[src/rtl/core/sem_pkg.sv]
package sem_pkg;

  localparam int FW_W = 11;
  localparam int FH_W = 13;
  localparam int IN_ROW_W = 13;
  localparam int OUT_ROW_W = 12;
  localparam int CH_W = 8;
  localparam int NUM_CH = 3;
  localparam int PIX_W = CH_W * NUM_CH;
  localparam int GRAD_W = 11;
  localparam int SQ_W = 21;
  localparam int ROOT_STEPS = 8;
  localparam int STEP_W = 3;
  localparam int CFG_IDX_W = 8;
  localparam int CFG_DATA_W = 16;
  localparam int Q_DEPTH = 2;

  localparam logic [FW_W-1:0] FW_RESET = 11'd640;
  localparam logic [FH_W-1:0] FH_RESET = 13'd480;
  localparam logic [FH_W-1:0] HEIGHT_LIMIT = 13'd4096;
  localparam logic [IN_ROW_W-1:0] IN_ROW_MAX = 13'h1FFF;

  localparam logic [CFG_IDX_W-1:0] REG_FRAME_WIDTH = 8'd0;
  localparam logic [CFG_IDX_W-1:0] REG_FRAME_HEIGHT = 8'd1;

  localparam logic FUNC_PIXEL = 1'b0;
  localparam logic FUNC_DRAIN = 1'b1;

  typedef struct packed {
    logic             func;
    logic [CH_W-1:0]  in_blue;
    logic [CH_W-1:0]  in_green;
    logic [CH_W-1:0]  in_red;
  } in_t;

  typedef struct packed {
    logic [CH_W-1:0]  edge_blue;
    logic [CH_W-1:0]  edge_green;
    logic [CH_W-1:0]  edge_red;
    logic             frame_last;
  } out_t;

  // Pixel packing: blue in the low byte, red in the high byte.
  typedef struct packed {
    logic [PIX_W-1:0] pixel;
    logic             emit;
    logic             last;
    logic             top_ok;
    logic             bot_ok;
    logic             left_ok;
    logic             right_ok;
  } entry_t;

  typedef struct packed {
    logic pos_zero;
  } fstat_t;

  typedef struct packed {
    logic idle;
  } bstat_t;

  typedef enum logic [2:0] {
    ST_IDLE,
    ST_GRAD,
    ST_SQ,
    ST_ROOT,
    ST_OUT
  } st_e;

endpackage

[src/rtl/core/sem_queue.sv]
module sem_queue #(
  parameter int DW = 32
) (
  input  logic          clk_i,
  input  logic          rst_ni,
  input  logic          push_i,
  input  logic [DW-1:0] wdata_i,
  input  logic          pop_i,
  output logic [DW-1:0] rdata_o,
  output logic          full_o,
  output logic          empty_o
);

  localparam int PW = $clog2(sem_pkg::Q_DEPTH);
  localparam int NW = $clog2(sem_pkg::Q_DEPTH + 1);

  logic [DW-1:0] slot_q [sem_pkg::Q_DEPTH];
  logic [PW-1:0] wptr_q, rptr_q;
  logic [NW-1:0] cnt_q, cnt_d;

  assign full_o  = (cnt_q == NW'(sem_pkg::Q_DEPTH));
  assign empty_o = (cnt_q == '0);
  assign rdata_o = slot_q[rptr_q];

  always_comb begin
    cnt_d = cnt_q;
    if (push_i && !pop_i) begin
      cnt_d = cnt_q + 1'b1;
    end else if (pop_i && !push_i) begin
      cnt_d = cnt_q - 1'b1;
    end
  end

  always_ff @(posedge clk_i or negedge rst_ni) begin
    if (!rst_ni) begin
      wptr_q <= '0;
      rptr_q <= '0;
      cnt_q  <= '0;
    end else begin
      cnt_q <= cnt_d;
      if (push_i) begin
        wptr_q <= (wptr_q == PW'(sem_pkg::Q_DEPTH - 1)) ? '0 : wptr_q + 1'b1;
      end
      if (pop_i) begin
        rptr_q <= (rptr_q == PW'(sem_pkg::Q_DEPTH - 1)) ? '0 : rptr_q + 1'b1;
      end
    end
  end

  always_ff @(posedge clk_i) begin
    if (push_i) begin
      slot_q[wptr_q] <= wdata_i;
    end
  end

endmodule

[config.mk]
export PLATFORM = sky130hd
export DESIGN_NAME = sem_queue
export DESIGN_NICKNAME = d
export VERILOG_FILES = /design/src/rtl/core/sem_pkg.sv /design/src/rtl/core/sem_queue.sv
export SDC_FILE = /design/constraint.sdc
export NUM_CORES = 1
export LEC_CHECK = 0
export BUFFER_PORTS_ARGS = -buffer_cell sky130_fd_sc_hd__buf_2
export CAP_MARGIN = 40
export CORE_ASPECT_RATIO = 0.75
export CORE_MARGIN = 3
export CORE_UTILIZATION = 52
export DETAILED_ROUTE_END_ITERATION = 10
export GPL_TIMING_DRIVEN = 0
export PLACE_DENSITY = 0.88
export SETUP_SLACK_MARGIN = 0.1
export SYNTH_ARGS = -nofsm -noshare
export SYNTH_HDL_FRONTEND = slang
export SYNTH_SLANG_ARGS = --single-unit
[constraint.sdc]
create_clock -name clk_i -period 3.1 [get_ports clk_i]
set_clock_uncertainty 0.2 [all_clocks]
set_input_delay 0 -clock clk_i [delete_from_list [all_inputs] [get_ports clk_i]]
set_output_delay 0 -clock clk_i [all_outputs]
set_load 0.02 [all_outputs]
==> results_dict.tcl <==
set metrics [dict create \
    outcome "finished, final reports clean" \
    dieArea_mm2 0.00600 \
    port_buffers 69 \
    rsz0062_at_grt "no" \
    hold_class "input pin to flip-flop" \
    finalHoldViolCount 0 \
    met1_usage_pct 21.0 \
    regToRegEndpoint "slot_q[1][1]" \
    cp-end-kind "flip-flop" \
    grt-busiest-layer "met2" \
    timing.final.ws_setup_ps 1210 \
    h-tree-depth 3 \
    via_count 1446 \
    diodes 0 \
    io_pins 70 \
    worstPathMaxFanout 17 \
    fin_util_pct 77.9 \
    die_y_um 67.8 \
    synth_fa_ha_area_share_pct 0.472 \
    cts_tree "done" \
    final_layout_size_suffix_gt1_share_pct 50.8 \
    synth.avg_cell_area_um2 22.8 \
    drtIter0Drc 66 \
    worst_slew_pin_slew_ps 910 \
    slew_violations 0 \
    cts_max_path_buffers 2 \
    powerDensity_mw_per_mm2 872 \
    final_antenna_net_count 0 \
    synthFlopType "edfxtp_1" \
    dpl_worst_slack_ps 1200 \
    ys_top_cells_by_area "edfxtp_1 73%, mux2_4 16%, dfrtp_1 3.8%" \
    dp_hpwl_um 3040 \
    yosysMostFrequentCell "edfxtp_1" \
    yosysUniqueCellTypes 13 \
    dpl.cell_count 243 \
    cts-root-buf "clkbuf_8" \
    hold_depth 2 \
    grt_pass1_wl_um 7410 \
    p_leak_nw 1.51 \
    row_count 21 \
    clk_transition_reported_paths_ps 70 \
    reg2reg_from "wptr_q" \
    core_area_mm2 0.00468 \
    maxCapViolCount 0 \
    grt_use_met3_pct 8.42 \
    critPathSlowestCell "and2_1" \
    viasPerCell 4.90 \
    hold_start "wdata_i[1]" \
    drc 0 \
    grt_pass1_vias 1486 \
    setup_tns_ps 0 \
    layout.cells.non_filler 295 \
    post_drt_wl_per_cell_um 16.5 \
    synth_compound_area_share_pct 0 \
    start_kind "flip-flop" \
    place.gp.congestion 0.718 \
    synth_top_family_by_area "multiplexers" \
    clk_latency_ps 340 \
    reg2reg_depth 2 \
    async_reset_ff_share_pct 5.88 \
    cts_buffers 9 \
    slew-limit-headroom_pct 39.2 \
    vdd_drop_max_uv 505 \
    clock.fmax_mhz 529 \
    synth_area_mm2 0.00265 \
    holdPathEnd "slot_q[1][1]" \
    start_util_pct 56.6 \
    grt_use_total_pct 17.7 \
    yosysTopAreaCell "edfxtp_1" \
    synthMuxAreaShare_pct 17.7 \
    routed_wl_um 4860 \
    ys_ff_latch 68 \
    yosys_warnings 0 \
    path_class "flip-flop to flip-flop" \
    synthToLayoutAreaGrowth_pct 37.6 \
    slowest_delay_ps 720 \
    grt_start_max_net_pins 33 \
    synth_top_area_share_pct 72.6 \
    die_w_um 88.4 \
    overflow 0 \
    synth-xor-area-share_pct 1.65 \
    synth-edff-count 64 \
    antenna_found_initial 0 \
    arrival_ps 1730 \
    yosysSeqAreaShare_pct 76.3 \
    period_share_pct 60.9 \
    drtPass1Iterations 5 \
    synthesis.nets 153 \
    synth-simple-area-share_pct 0.992 \
    met2_usage_pct 29.1 \
    cts.sinks 68 \
    nets 270 \
    cp.required_ps 2940 \
    timing.critical_path.cells "and2_1 -> buf_16" \
    reg2reg_slack_ps 1210 \
    synth_commonest_cells "64 x edfxtp_1, 29 x mux2_4, 4 x dfrtp_1, 4 x xor2_1" \
    setup_viol 0 \
    period_minus_slack_ps 1890 \
    postSynthCellCount 116 \
    finalPower_mw 3.18 \
]
state kept, by name, summed over array words and instances, names as in the netlist:
register	flops
slot_q	64
wptr_q	1
rptr_q	1
cnt_q	2
report_power, final:
group          switching [mW]  total, mW  internal [mW]
logic                   0.621       1.21          0.591
registers              0.0697       1.30           1.23
clock network           0.304      0.671          0.367
total                   0.994       3.18           2.18
cell usage in the layout (no fill, tap or decap):
cell | Yosys | layout
clkinvlp_4 | 0 | 1
mux2_2 | 3 | 3
buf_2 | 0 | 69
ha_1 | 1 | 1
dlygate4sd3_1 | 0 | 36
xor2_1 | 4 | 4
edfxtp_1 | 64 | 64
clkbuf_8 | 0 | 9
buf_6 | 1 | 1
clkbuf_1 | 0 | 2
inv_1 | 1 | 1
nor2b_1 | 2 | 1
buf_16 | 0 | 1
dfrtp_1 | 4 | 4
mux2_4 | 29 | 29
buf_12 | 3 | 3
bufinv_16 | 0 | 1
and2_1 | 1 | 1
clkinv_2 | 0 | 3
nor2b_4 | 0 | 1
nor2_1 | 2 | 2
xnor2_1 | 1 | 1
what timing repair did:
item | in CTS | in global routing
setup buffers | 0 | 0
gates resized for setup | 0 | 0
hold buffers | 36 | 0
endpoints found under the hold margin | 72 | 0
per-layer routing:
layer	part of all wire (%)	vias up
met3	7.9	5
li1	-	684
met4	0.78	0
met2	47	60
met1	44	697
met5	0	-
logic make-up after synthesis:
family,count (synthesis)
XOR/XNOR,5
adder cells (fa/ha/maj),1
buffers and inverters,5
flip-flops,68
multiplexers,32
AND/OR/NAND/NOR,5
worst max-delay path: cells and delay by family, from the launching register on:
| family | cells | cell delay [ps] |
|---|---|---|
| buf+inv | 1 | 230 |
| simple gates | 1 | 720 |
| flops | 1 | 430 |
how the worst max path moves through the flow:
stage,from,endpoint,cells past startpoint
2_1_floorplan,wptr_q,slot_q[0][0],1
6_report,wptr_q,slot_q[1][1],2
5_1_grt,wptr_q,slot_q[1][1],2
3_5_place_dp,wptr_q,slot_q[1][30],2
4_1_cts,wptr_q,slot_q[1][21],2
3_3_place_gp,wptr_q,slot_q[0][29],1
per-stage QoR:
stage / area, um^2 / hold slack (ps)
2_1_floorplan: 2650 / -496
3_3_place_gp: 3070 / -398
3_5_place_dp: 3100 / -392
4_1_cts: 3640 / 167
5_1_grt: 3640 / 187
6_report: 3640 / 189
layout make-up:
class	instances	area, um^2
clock inverter	5	52.6
multi-input combinational	43	559
timing repair buffer	106	733
sequential	68	2020
fill	261	1030
tap	57	71.3
clock buffer	11	131
buffer	4	71.3
inverter	1	3.75
(Power assumes the default switching activity.)
