**config.mk**
```make
export PLATFORM = sky130hd
export DESIGN_NAME = sem_front
export DESIGN_NICKNAME = d
export VERILOG_FILES = /design/src/rtl/core/sem_pkg.sv /design/src/rtl/core/sem_front.sv
export SDC_FILE = /design/constraint.sdc
export NUM_CORES = 1
export LEC_CHECK = 0
export BUFFER_PORTS_ARGS = -buffer_cell sky130_fd_sc_hd__buf_2
export CAP_MARGIN = 30
export CORE_MARGIN = 4
export CORE_UTILIZATION = 57
export CTS_CLUSTER_DIAMETER = 60
export DETAILED_ROUTE_END_ITERATION = 12
export GPL_TIMING_DRIVEN = 0
export PLACE_DENSITY = 0.86
export SYNTH_ARGS = -nofsm -noshare
export SYNTH_HDL_FRONTEND = slang
export SYNTH_SLANG_ARGS = --single-unit
export TNS_END_PERCENT = 10
```
**constraint.sdc**
```tcl
create_clock -name clk_i -period 4.9 [get_ports clk_i]
set_input_delay 0.98 -clock clk_i [delete_from_list [all_inputs] [get_ports clk_i]]
set_output_delay 0.98 -clock clk_i [all_outputs]
set_load 0.01 [all_outputs]
```
**src/rtl/core/sem_pkg.sv**
```systemverilog
package sem_pkg;

  localparam int FW_W = 11;
  localparam int FH_W = 13;
  localparam int IN_ROW_W = 13;
  localparam int OUT_ROW_W = 12;
  localparam int CH_W = 8;
  localparam int NUM_CH = 3;
  localparam int PIX_W = CH_W * NUM_CH;
  localparam int GRAD_W = 11;
  localparam int SQ_W = 21;
  localparam int ROOT_STEPS = 8;
  localparam int STEP_W = 3;
  localparam int CFG_IDX_W = 8;
  localparam int CFG_DATA_W = 16;
  localparam int Q_DEPTH = 2;

  localparam logic [FW_W-1:0] FW_RESET = 11'd640;
  localparam logic [FH_W-1:0] FH_RESET = 13'd480;
  localparam logic [FH_W-1:0] HEIGHT_LIMIT = 13'd4096;
  localparam logic [IN_ROW_W-1:0] IN_ROW_MAX = 13'h1FFF;

  localparam logic [CFG_IDX_W-1:0] REG_FRAME_WIDTH = 8'd0;
  localparam logic [CFG_IDX_W-1:0] REG_FRAME_HEIGHT = 8'd1;

  localparam logic FUNC_PIXEL = 1'b0;
  localparam logic FUNC_DRAIN = 1'b1;

  typedef struct packed {
    logic             func;
    logic [CH_W-1:0]  in_blue;
    logic [CH_W-1:0]  in_green;
    logic [CH_W-1:0]  in_red;
  } in_t;

  typedef struct packed {
    logic [CH_W-1:0]  edge_blue;
    logic [CH_W-1:0]  edge_green;
    logic [CH_W-1:0]  edge_red;
    logic             frame_last;
  } out_t;

  // Pixel packing: blue in the low byte, red in the high byte.
  typedef struct packed {
    logic [PIX_W-1:0] pixel;
    logic             emit;
    logic             last;
    logic             top_ok;
    logic             bot_ok;
    logic             left_ok;
    logic             right_ok;
  } entry_t;

  typedef struct packed {
    logic pos_zero;
  } fstat_t;

  typedef struct packed {
    logic idle;
  } bstat_t;

  typedef enum logic [2:0] {
    ST_IDLE,
    ST_GRAD,
    ST_SQ,
    ST_ROOT,
    ST_OUT
  } st_e;

endpackage

```
**src/rtl/core/sem_front.sv**
```systemverilog
module sem_front #(
  parameter int MAX_WIDTH = 1024,
  parameter int CW = 10,
  parameter int WW = 11
) (
  input  logic                                clk_i,
  input  logic                                rst_ni,
  input  logic                                in_valid_i,
  input  sem_pkg::in_t                        in_data_i,
  output logic                                in_ready_o,
  input  logic                                cfg_valid_i,
  input  logic [sem_pkg::CFG_IDX_W-1:0]       cfg_index_i,
  input  logic [sem_pkg::CFG_DATA_W-1:0]      cfg_data_i,
  output logic                                cfg_ready_o,
  input  logic                                q_full_i,
  output logic                                q_push_o,
  output sem_pkg::entry_t                     q_entry_o,
  output logic [CW-1:0]                       q_addr_o,
  output sem_pkg::fstat_t                     stat_o
);

  localparam int CMPW = (WW > sem_pkg::FW_W) ? WW : sem_pkg::FW_W;

  logic [sem_pkg::FW_W-1:0]      fw_q, fw_d;
  logic [sem_pkg::FH_W-1:0]      fh_q, fh_d;
  logic [CW-1:0]                 in_col_q, in_col_d;
  logic [sem_pkg::IN_ROW_W-1:0]  in_row_q, in_row_d;
  logic [CW-1:0]                 out_col_q, out_col_d;
  logic [sem_pkg::OUT_ROW_W-1:0] out_row_q, out_row_d;

  logic [CMPW-1:0]               fw_ext, w_ext;
  logic [WW-1:0]                 w;
  logic [CW-1:0]                 wm1;
  logic [sem_pkg::FH_W-1:0]      h, hm1_full;
  logic [sem_pkg::OUT_ROW_W-1:0] hm1;
  logic                          emit, last, cfg_hit;

  // Out-of-range sizes are clamped into the supported range.
  always_comb begin
    fw_ext = CMPW'(fw_q);
    if (fw_ext == '0) begin
      w_ext = CMPW'(1);
    end else if (fw_ext > CMPW'(MAX_WIDTH)) begin
      w_ext = CMPW'(MAX_WIDTH);
    end else begin
      w_ext = fw_ext;
    end
    w   = WW'(w_ext);
    wm1 = CW'(w - WW'(1));

    if (fh_q == '0) begin
      h = sem_pkg::FH_W'(1);
    end else if (fh_q > sem_pkg::HEIGHT_LIMIT) begin
      h = sem_pkg::HEIGHT_LIMIT;
    end else begin
      h = fh_q;
    end
    hm1_full = h - sem_pkg::FH_W'(1);
    hm1      = hm1_full[sem_pkg::OUT_ROW_W-1:0];
  end

  // A result appears once the window's bottom-right sample has arrived.
  assign emit = (in_row_q >= sem_pkg::IN_ROW_W'(2)) ||
                ((in_row_q == sem_pkg::IN_ROW_W'(1)) && (in_col_q != '0));
  assign last = (out_row_q == hm1) && (out_col_q == wm1);

  assign in_ready_o  = !q_full_i;
  assign q_push_o    = in_valid_i && !q_full_i;
  assign cfg_ready_o = 1'b1;
  assign cfg_hit     = cfg_valid_i && ((cfg_index_i == sem_pkg::REG_FRAME_WIDTH) ||
                                       (cfg_index_i == sem_pkg::REG_FRAME_HEIGHT));

  always_comb begin
    q_entry_o.pixel    = (in_data_i.func == sem_pkg::FUNC_DRAIN) ? '0 :
                         {in_data_i.in_red, in_data_i.in_green, in_data_i.in_blue};
    q_entry_o.emit     = emit;
    q_entry_o.last     = emit && last;
    q_entry_o.top_ok   = (out_row_q != '0);
    q_entry_o.bot_ok   = (out_row_q != hm1);
    q_entry_o.left_ok  = (out_col_q != '0);
    q_entry_o.right_ok = (out_col_q != wm1);
    q_addr_o           = in_col_q;
  end

  always_comb begin
    fw_d      = fw_q;
    fh_d      = fh_q;
    in_col_d  = in_col_q;
    in_row_d  = in_row_q;
    out_col_d = out_col_q;
    out_row_d = out_row_q;
    if (cfg_hit) begin
      if (cfg_index_i == sem_pkg::REG_FRAME_WIDTH) begin
        fw_d = cfg_data_i[sem_pkg::FW_W-1:0];
      end else begin
        fh_d = cfg_data_i[sem_pkg::FH_W-1:0];
      end
      in_col_d  = '0;
      in_row_d  = '0;
      out_col_d = '0;
      out_row_d = '0;
    end else if (q_push_o) begin
      if (emit && last) begin
        in_col_d  = '0;
        in_row_d  = '0;
        out_col_d = '0;
        out_row_d = '0;
      end else begin
        if (emit) begin
          if (out_col_q == wm1) begin
            out_col_d = '0;
            out_row_d = out_row_q + 1'b1;
          end else begin
            out_col_d = out_col_q + 1'b1;
          end
        end
        if (in_col_q == wm1) begin
          in_col_d = '0;
          if (in_row_q != sem_pkg::IN_ROW_MAX) begin
            in_row_d = in_row_q + 1'b1;
          end
        end else begin
          in_col_d = in_col_q + 1'b1;
        end
      end
    end
  end

  always_ff @(posedge clk_i or negedge rst_ni) begin
    if (!rst_ni) begin
      fw_q      <= sem_pkg::FW_RESET;
      fh_q      <= sem_pkg::FH_RESET;
      in_col_q  <= '0;
      in_row_q  <= '0;
      out_col_q <= '0;
      out_row_q <= '0;
    end else begin
      fw_q      <= fw_d;
      fh_q      <= fh_d;
      in_col_q  <= in_col_d;
      in_row_q  <= in_row_d;
      out_col_q <= out_col_d;
      out_row_q <= out_row_d;
    end
  end

  assign stat_o.pos_zero = (in_col_q == '0) && (in_row_q == '0) &&
                           (out_col_q == '0) && (out_row_q == '0);

endmodule

```
==> flow_summary.yaml, run 1 <==
outcome:
  outcome: "complete, no violations"
finish:
  antenna_cells: 0
  final_util: 0.700
  drive_above_1_share: 0.243
  nets: 835
  final_cells: 903
  area_delta_synth_final_pct: 19.2
die:
  core_area_sq_um: 9240
  dieHeight_um: 106
  dieArea_sq_um: 11200
  die_w_um: 106
  initial_core_util: 0.588
  rows: 35
  ioPinCount: 98
sta:
  maxSlewViolCount: 0
  period_share: 0.985
  fin_skew_ns: 0.0146
  setup_violations: 0
  tns_ns: 0
  slew_headroom: 0.374
  hold_viol: 0
  fin_ws_ns: 0.0719
  fmax_mhz: 207
  holdWs_ns: 0.537
  rsz0062_at_grt: "yes"
  tightest_slew_ns: 0.931
  min_period_ns: 4.83
setup_path:
  reg2reg_from: "fw_ext[0]$_DFFE_PN0P_"
  crit_required_ns: 3.92
  timing.critical_path.to: "q_entry_o[4]"
  reg2regPathDepth: 17
  path_cells: "or4_4 -> buf_6 -> o31a_1 -> nor2_4 -> inv_1 -> ha_1 -> and2_1 -> a41o_1 -> a31oi_4 -> xnor2_2 -> or4_4 -> nor2_4 -> and3_4 -> buf_6"
  startpoint: "fw_ext[0]$_DFFE_PN0P_"
  cpMaxStageDelayCell: "or4_4"
  cpPeakStageDelay_ns: 0.55
  worstPathArrival_ns: 3.85
  cp_max_fo: 7
  cp-start-kind: "register"
  end_kind: "output pin"
  reg2reg_slack_ns: 0.38
  crit_type: "reg -> out"
  r2r_end: "q_addr_o[2]$_DFFE_PN0P_"
synth:
  synth-seq-cells: 69
  netlist_area_sq_um: 5430
  ys_types: 68
  synth.area.top_cells: "dfrtp_1 29%, xnor2_1 5.0%, nor2_1 4.6%, mux2_2 4.1%, nor2b_1 3.9%"
  async_flop_share: 1.00
  synth_top_area_frac: 0.290
  ys_warn_count: 0
  synth_common_cells: "67 x nor2_1, 63 x dfrtp_1, 52 x nand2_1"
  yosysMostFrequentCell: "nor2_1"
  synth-edff-count: 0
  synth_cells: 657
  ys_seq_area_frac: 0.319
  synth-main-ff-cell: "dfrtp_1"
  synth_area_per_cell_sq_um: 8.27
  yosys.area.top_type: "dfrtp_1"
  syn-num-nets: 723
placed_design:
  place_ws_ns: -0.220
  port-buffer-count: 93
  dp_cells: 879
  dp_hpwl_mm: 11.7
  gp_congestion: 0.949
global_route:
  met1_usage: 0.365
  grt_pass1_wl_mm: 25.8
  top_usage_layer: "met2"
  grt_max_degree: 70
  grt_pass1_vias: 5364
  track_usage: 0.280
  antenna_found_initial: 0
  gr-usage-met2: 0.469
  grtUsageMet3: 0.0508
  grt-ovfl-total: 0
clock_tree:
  cts_inserted_buffers: 9
  clock-sinks: 69
  cts.clk_slew.worst_paths_ns: 0.08
  cts_tree: "built"
  clk_path_buf_depth: 2
  h-tree-depth: 3
  ctsRootBufferMaster: "clkbuf_8"
  clk_latency_ns: 0.35
pwr:
  powerDensity_nw_per_um2: 295
  peakVddDrop_v: 0.000196
  p_leak_nw: 2.85
route:
  vias_per_cell: 6.11
  wl_per_cell_um: 17.1
  num_vias: 5517
  drc_errors: 0
  finalWirelength_mm: 15.5
  drt_iter0_markers: 530
  ant_nets: 0
  drtPass1Iterations: 5
hold_path:
  min_path_type: "reg -> reg"
job:
  drv_cap: 0
==> kinds of logic (layout without fill, tap and decap cells) <==
group                      count (synthesis)  after routing  share of synthesized area
buffers and inverters                     76            193                     0.0588
and+or+nand+nor                          314            314                      0.312
AOI/OAI and AO/OA                        110            110                      0.151
xor gates and xnor gates                  52             52                     0.0839
adders and majority gates                 12             12                     0.0276
other                                      1              1                   0.000691
DFF                                       69             69                      0.319
muxes                                     23             23                     0.0470
==> worst max-delay path: cells and delay by family (launching register included) <==
kind            cells  cell delay, ns
buf+inv             3            0.30
flops               1            0.41
compound gates      3            0.77
xor+xnor            1            0.10
fa+ha+maj           1            0.21
simple gates        6            1.71
==> power by group <==
group	total (mW)	leakage [nW]	internal, mW	switching (mW)
Clock	0.485	0.0959	0.250	0.235
Sequential	0.720	0.844	0.631	0.0888
Combinational	0.704	1.91	0.306	0.398
==> through the flow <==
step	power, mW	instance area [sq um]
3_5_place_dp	1.38	6060
2_1_floorplan	1.18	5430
5_1_grt	2.03	6470
3_3_place_gp	1.35	6060
4_1_cts	1.88	6390
6_report	1.91	6470
==> cell usage in the layout, fill, tap and decap left out, types with 25 or more instances in the layout <==
cell type	instances
buf_2	93
nor2_1	63
dfrtp_1	62
nand2_1	52
nor2b_1	34
clkbuf_1	31
inv_1	30
xnor2_1	29
nand3_1	26
o21ai_0	25
==> worst min path at each step <==
stage / end / slack, ns / start / cells after the start
detailed placement: in_row_q[12]$_DFFE_PN0P_ / 0.52 / in_row_q[12]$_DFFE_PN0P_ / 2
global placement: in_row_q[12]$_DFFE_PN0P_ / 0.51 / in_row_q[12]$_DFFE_PN0P_ / 2
finish: in_row_q[12]$_DFFE_PN0P_ / 0.54 / in_row_q[12]$_DFFE_PN0P_ / 2
floorplan: in_row_q[12]$_DFFE_PN0P_ / 0.48 / in_row_q[12]$_DFFE_PN0P_ / 2
global route: in_row_q[12]$_DFFE_PN0P_ / 0.60 / in_row_q[12]$_DFFE_PN0P_ / 2
CTS: in_row_q[12]$_DFFE_PN0P_ / 0.54 / in_row_q[12]$_DFFE_PN0P_ / 2
==> layout make-up <==
| cell class | instances | area [sq um] |
|---|---|---|
| inverters | 30 | 113 |
| plain buffers | 43 | 220 |
| clock buffers | 11 | 141 |
| multi-input cells | 512 | 3490 |
| repair buffers | 104 | 557 |
| well taps | 129 | 161 |
| clock inverters | 5 | 58.8 |
| fillers | 736 | 2770 |
| flip-flops and latches | 69 | 1740 |
==> state kept, by name (all words and copies together) (netlist names) <==
name / flops
fh_q: 13
q_addr_o: 10
out_col_q: 10
out_row_q: 12
in_row_q: 13
fw_ext: 11
==> layer usage <==
metal,wire (um),part of all wire,up-vias
met4,357,0.023,0
met5,0,0,-
met2,7560,0.49,258
li1,-,-,2568
met3,1090,0.070,43
met1,6470,0.42,2648
==> timing repair <==
item	4_1_cts	5_1_grt
setup endpoints to repair	3	4
cloned	0	0
resized for setup	22	16
pin swaps	6	7
setup buffers	8	3
hold buffers	0	0
(Power assumes the default switching activity.)
==> run 2: changes to the inputs <==
- BUFFER_PORTS_ARGS: -buffer_cell sky130_fd_sc_hd__buf_2 -> -buffer_cell sky130_fd_sc_hd__buf_4
- RECOVER_POWER: not set -> 50
==> run 2 against run 1 <==
Combinational power is essentially flat. Critical path depth is the same. Worst setup slack gained 0.029 ns. Die area is the same. Cell count grew 0.11%. Largest cell class unchanged. Routed wire length grew 2.5%. Fmax grew 0.60%. Core utilization grew 2.0 points. Sequential cell count is the same. Clock power grew 13%. Highest routed layer unchanged.
==> flow_summary.yaml, run 2 (synthesis gave the netlist of run 1 again) <==
outcome:
  outcome: "complete, no violations"
sta:
  fin_skew_ns: 0.0138
  hold_viol: 0
  fin_ws_ns: 0.101
  slew_headroom: 0.423
  min_period_ns: 4.80
  maxSlewViolCount: 0
  setup_violations: 0
  tightest_slew_ns: 0.865
  fmax_mhz: 208
  period_share: 0.979
  holdWs_ns: 0.534
global_route:
  grt_max_degree: 70
  met1_usage: 0.355
  grt_pass1_vias: 5362
  gr-usage-met2: 0.485
  antenna_found_initial: 0
  grt-ovfl-total: 0
  top_usage_layer: "met2"
  track_usage: 0.280
  grt_pass1_wl_mm: 25.8
  grtUsageMet3: 0.0594
die:
  die_w_um: 106
  core_area_sq_um: 9240
  ioPinCount: 98
  rows: 35
  dieHeight_um: 106
  dieArea_sq_um: 11200
  initial_core_util: 0.588
setup_path:
  reg2reg_from: "fw_ext[0]$_DFFE_PN0P_"
  end_kind: "output pin"
  crit_required_ns: 3.92
  cpPeakStageDelay_ns: 0.54
  crit_family: "simple AND/OR/NAND/NOR gates"
  worstPathArrival_ns: 3.82
  cpMaxStageDelayCell: "or4_4"
  crit_type: "reg -> out"
  cp-start-kind: "register"
  cp_max_fo: 10
  path_cells: "or4_4 -> buf_6 -> o31a_1 -> nor2_4 -> inv_1 -> ha_1 -> buf_4 -> nor2_2 -> o21ai_0 -> a2111o_1 -> or4_4 -> nor2_4 -> and3_4 -> buf_4"
  worst-path-buf-inv: 4
  startpoint: "fw_ext[0]$_DFFE_PN0P_"
pwr:
  pwr-share-seq: 0.366
  peakVddDrop_v: 0.000200
  combPwrFrac: 0.357
  cell_internal_pwr_mw: 1.24
  powerDensity_nw_per_um2: 297
  p_leak_nw: 2.89
  switching_power_uw: 739
  power_frac_clock: 0.276
  swShare: 0.374
clock_tree:
  ctsHoldBuffers: 0
  cts_inserted_buffers: 9
  ctsRootBufferMaster: "clkbuf_8"
  clk_latency_ns: 0.36
  cts.clk_slew.worst_paths_ns: 0.09
  cts_tree: "built"
  clk_path_buf_depth: 2
  h-tree-depth: 3
  clock-sinks: 69
finish:
  top_regs: "fh_q: 13 flops, in_row_q: 13 flops, out_row_q: 12 flops"
  area_delta_synth_final_pct: 22.6
  final_util: 0.721
  nets: 836
  filler_cell_count: 750
  final_cell_mix: "94 x buf_4, 63 x nor2_1, 60 x dfrtp_1, 52 x nand2_1, 43 x clkbuf_1"
  final_cells: 904
  drive_above_1_share: 0.231
  final_common_cell: "buf_4"
  antenna_cells: 0
route:
  drt_iter0_markers: 450
  num_vias: 5503
  drtPass1Iterations: 6
  vias_per_cell: 6.09
  drc_errors: 0
  finalWirelength_mm: 15.9
  wl_per_cell_um: 17.6
  ant_nets: 0
placed_design:
  port-buffer-count: 93
  place_ws_ns: -0.229
  gp_congestion: 0.928
  dp_hpwl_mm: 11.6
  dp_cells: 879
hold_path:
  hp-start: "in_row_q[12]$_DFFE_PN0P_"
  min_path_type: "reg -> reg"
job:
  drv_cap: 0
run 2: cell count changes in the layout (fill, tap and decap cells not counted), moves of 2 or more:
cell,change
buf_2,-91
buf_4,+80
buf_6,-2
clkbuf_1,+12
dfrtp_1,-2
dfrtp_2,+2
o21ai_0,+2
o21ai_1,-2
run 2: metrics by stage:
stage / total power, mW / TNS (ns) / area, sq um
3_5_place_dp: 1.40 / -0.393 / 6290
3_3_place_gp: 1.38 / -0.194 / 6290
6_report: 1.97 / 0 / 6660
2_1_floorplan: 1.18 / 0 / 5430
5_1_grt: 2.08 / -0.0108 / 6660
4_1_cts: 1.96 / 0 / 6630
run 2: layout make-up:
cell class                 instances  area, sq um  area share
sequential                        69         1740       0.261
timing repair buffer             107          747       0.112
tap                              129          161      0.0242
multi-input combinational        512         3460       0.520
inverter                          30          113      0.0169
clock buffer                       9          124      0.0186
clock inverter                     7          105      0.0158
buffer                            41          206      0.0310
run 2: path summary, 6_finish.rpt:
path / to / slack, ns / depth (start not counted)
worst max-delay path: q_entry_o[4] / 0.10 / 14
worst min-delay path: in_row_q[12]$_DFFE_PN0P_ / 0.53 / 2
worst max register to register: q_addr_o[2]$_DFFE_PN0P_ / 0.28 / 17
worst min register to register: in_row_q[12]$_DFFE_PN0P_ / 0.53 / 2
max in group asynchronous: fh_q[2]$_DFFE_PN0P_ / 3.56 / 1
min in group asynchronous: q_addr_o[2]$_DFFE_PN0P_ / 0.72 / 1
run 2: repair_timing:
item,4_1_cts,5_1_grt
endpoints found under the setup margin,4,5
pin swaps,5,5
gates cloned,0,0
resized for setup,17,15
buffers inserted,7,7
run 2: tightest hold or removal path: stages, from the launching register on:
cell     delay, ns
dfrtp_1       0.37
a21oi_1       0.05
nor2_1        0.08
run 2: layer usage:
layer  share of wire  vias up
li1                -     2557
met1            0.41     2620
met2            0.49      289
met3           0.084       37
met4           0.016        0
met5               0        -
run 2: power by group through the flow:
| stage | registers (mW) | logic [mW] | clock network [mW] |
|---|---|---|---|
| floorplan | 0.710 | 0.467 | 0 |
| global placement | 0.723 | 0.658 | 0 |
| detailed placement | 0.726 | 0.673 | 0 |
| CTS | 0.719 | 0.691 | 0.553 |
| global route | 0.732 | 0.773 | 0.578 |
| finish | 0.723 | 0.705 | 0.546 |
==> run 3: changes to the inputs <==
- CORE_MARGIN: 4 -> 8
- PLACE_DENSITY: 0.86 -> not set
- PLACE_DENSITY_LB_ADDON: not set -> 0.1
==> run 3 against run 2 <==
The flow now finishes with violations (negative setup slack). Critical endpoint unchanged. Largest power group unchanged. Core utilization shrank 0.81 points. Count of clock-buffer cells in the layout stayed put. Sequential share of layout area rose by 0.28 points. Worst hold slack better by 0.00065 ns. Non-clock buffer count down 3. Fmax is 2.3% lower.
==> flow_summary.yaml, run 3 (synthesis gave the netlist of run 1 again) <==
setup_path:
  crit_required_ns: 3.92
  cpMaxStageDelayCell: "or4_1"
  cp_max_fo: 10
  cp-start-kind: "register"
  worstPathArrival_ns: 3.93
  end_kind: "output pin"
  cpPeakStageDelay_ns: 0.53
  path_cells: "or4_1 -> buf_4 -> o31a_1 -> nor2_4 -> inv_1 -> ha_1 -> clkbuf_4 -> nor2_1 -> o21ai_0 -> a2111o_1 -> or4_4 -> nor2_4 -> and3_4 -> buf_4"
  crit_type: "reg -> out"
hold_path:
  min_path_type: "reg -> reg"
die:
  initial_core_util: 0.588
  die_w_um: 114
  dieArea_sq_um: 12900
  ioPinCount: 98
  dieHeight_um: 114
  rows: 35
  core_area_sq_um: 9240
finish:
  seqCellArea_sq_um: 1740
  antenna_cells: 0
  top_regs: "fh_q: 13 flops, in_row_q: 13 flops, out_row_q: 12 flops"
  drive_above_1_share: 0.218
  design_area_sq_um: 6580
  area_delta_synth_final_pct: 21.2
  filler_cell_count: 759
  multi_input_area_sq_um: 3450
  final_util: 0.713
  final_cells: 901
  final_common_cell: "buf_4"
  final_cell_mix: "90 x buf_4, 65 x nor2_1, 61 x dfrtp_1, 52 x nand2_1, 45 x clkbuf_1"
  nets: 833
placed_design:
  place_ws_ns: -0.234
  dp_hpwl_mm: 12.2
  placed_area_sq_um: 6290
  gp_congestion: 0.979
  dp_cells: 879
  port-buffer-count: 93
sta:
  fmax_mhz: 204
  holdWs_ns: 0.534
  tightest_slew_ns: 0.892
  fin_skew_ns: 0.0113
  rsz0062_at_grt: "yes"
  maxSlewViolCount: 0
  period_share: 1.00
  hold_viol: 0
  setup_violations: 1
  fin_ws_ns: -0.0132
  min_period_ns: 4.91
  slew_headroom: 0.405
outcome:
  outcome: "finished, violations left"
  violations: "negative setup slack"
route:
  drc_errors: 0
  wl_per_cell_um: 18.0
  drt_iter0_markers: 396
  top_layer_used: "met4"
  drtPass1Iterations: 5
  dr_wl_met2_mm: 8.01
  ant_nets: 0
  vias_per_cell: 6.06
  dr_wl_met3_mm: 1.28
  wl_met1_mm: 6.59
  num_vias: 5460
  finalWirelength_mm: 16.2
clock_tree:
  clk_latency_ns: 0.35
  ctsRootBufferMaster: "clkbuf_8"
  h-tree-depth: 3
  cts.clk_slew.worst_paths_ns: 0.09
  cts_inserted_buffers: 9
  cts_tree: "built"
  clock-sinks: 69
  ctsHoldBuffers: 0
  clk_path_buf_depth: 2
global_route:
  grt-ovfl-total: 0
  grt_pass1_wl_mm: 26.2
  grt_max_degree: 70
  antenna_found_initial: 0
  track_usage: 0.250
  grt_pass1_vias: 5277
pwr:
  p_leak_nw: 2.85
  combPwrFrac: 0.362
  cell_internal_pwr_mw: 1.17
  swShare: 0.386
  peakVddDrop_v: 0.000296
  powerDensity_nw_per_um2: 290
  switching_power_uw: 737
  power_frac_clock: 0.260
  pwr-share-seq: 0.378
job:
  drv_cap: 0
## run 3: power groups by stage
stage	Sequential (mW)	Clock [mW]	Combinational (mW)
after floorplan	0.710	0	0.467
after global placement	0.721	0	0.659
after detailed placement	0.724	0	0.677
after CTS	0.717	0.505	0.695
after global routing	0.730	0.530	0.763
final	0.722	0.498	0.691
## run 3: area by class of cell
type                       count  share of cell area
clock buffer                   9              0.0188
clock inverter                 7              0.0125
inverter                      30              0.0171
buffer                        43              0.0314
timing repair buffer         102               0.108
tap                          129              0.0245
sequential                    69               0.264
multi-input combinational    512               0.524
## run 3: layer usage
layer | global-route usage | vias to the layer above
li1 | - | 2563
met1 | 0.308 | 2583
met2 | 0.417 | 274
met3 | 0.0518 | 40
met4 | 0.105 | 0
met5 | 0 | -
## run 3: worst paths after layout
check                                               from                        to  slack [ns]  cells past startpoint
worst max-delay path               fw_ext[0]$_DFFE_PN0P_              q_entry_o[4]       -0.01                     14
worst min-delay path            in_row_q[12]$_DFFE_PN0P_  in_row_q[12]$_DFFE_PN0P_        0.53                      2
worst max register to register     fw_ext[0]$_DFFE_PN0P_   q_addr_o[2]$_DFFE_PN0P_        0.38                     17
worst min register to register  in_row_q[12]$_DFFE_PN0P_  in_row_q[12]$_DFFE_PN0P_        0.53                      2
max in group asynchronous                         rst_ni     fw_ext[3]$_DFFE_PN0P_        3.53                      1
min in group asynchronous                         rst_ni   q_addr_o[6]$_DFFE_PN0P_        0.73                      1
## run 3: worst max-delay path, delay by kind of cell (launching register included)
kind                       cells  cell delay, ns
DFF                            1            0.39
buffers and inverters          4            0.54
and+or+nand+nor                6            1.67
AOI/OAI and AO/OA              3            0.78
adders and majority gates      1            0.20
## run 3: stage by stage
| step | power (mW) | setup TNS [ns] |
|---|---|---|
| after floorplan | 1.18 | 0 |
| after global placement | 1.38 | -0.280 |
| after detailed placement | 1.40 | -0.412 |
| after CTS | 1.92 | 0 |
| after global routing | 2.02 | -0.271 |
| final | 1.91 | -0.0132 |
## run 3: timing repair
action | 4_1_cts | 5_1_grt
setup endpoints to repair | 4 | 10
setup buffers | 8 | 1
pin swaps | 5 | 3
resized for setup | 18 | 7
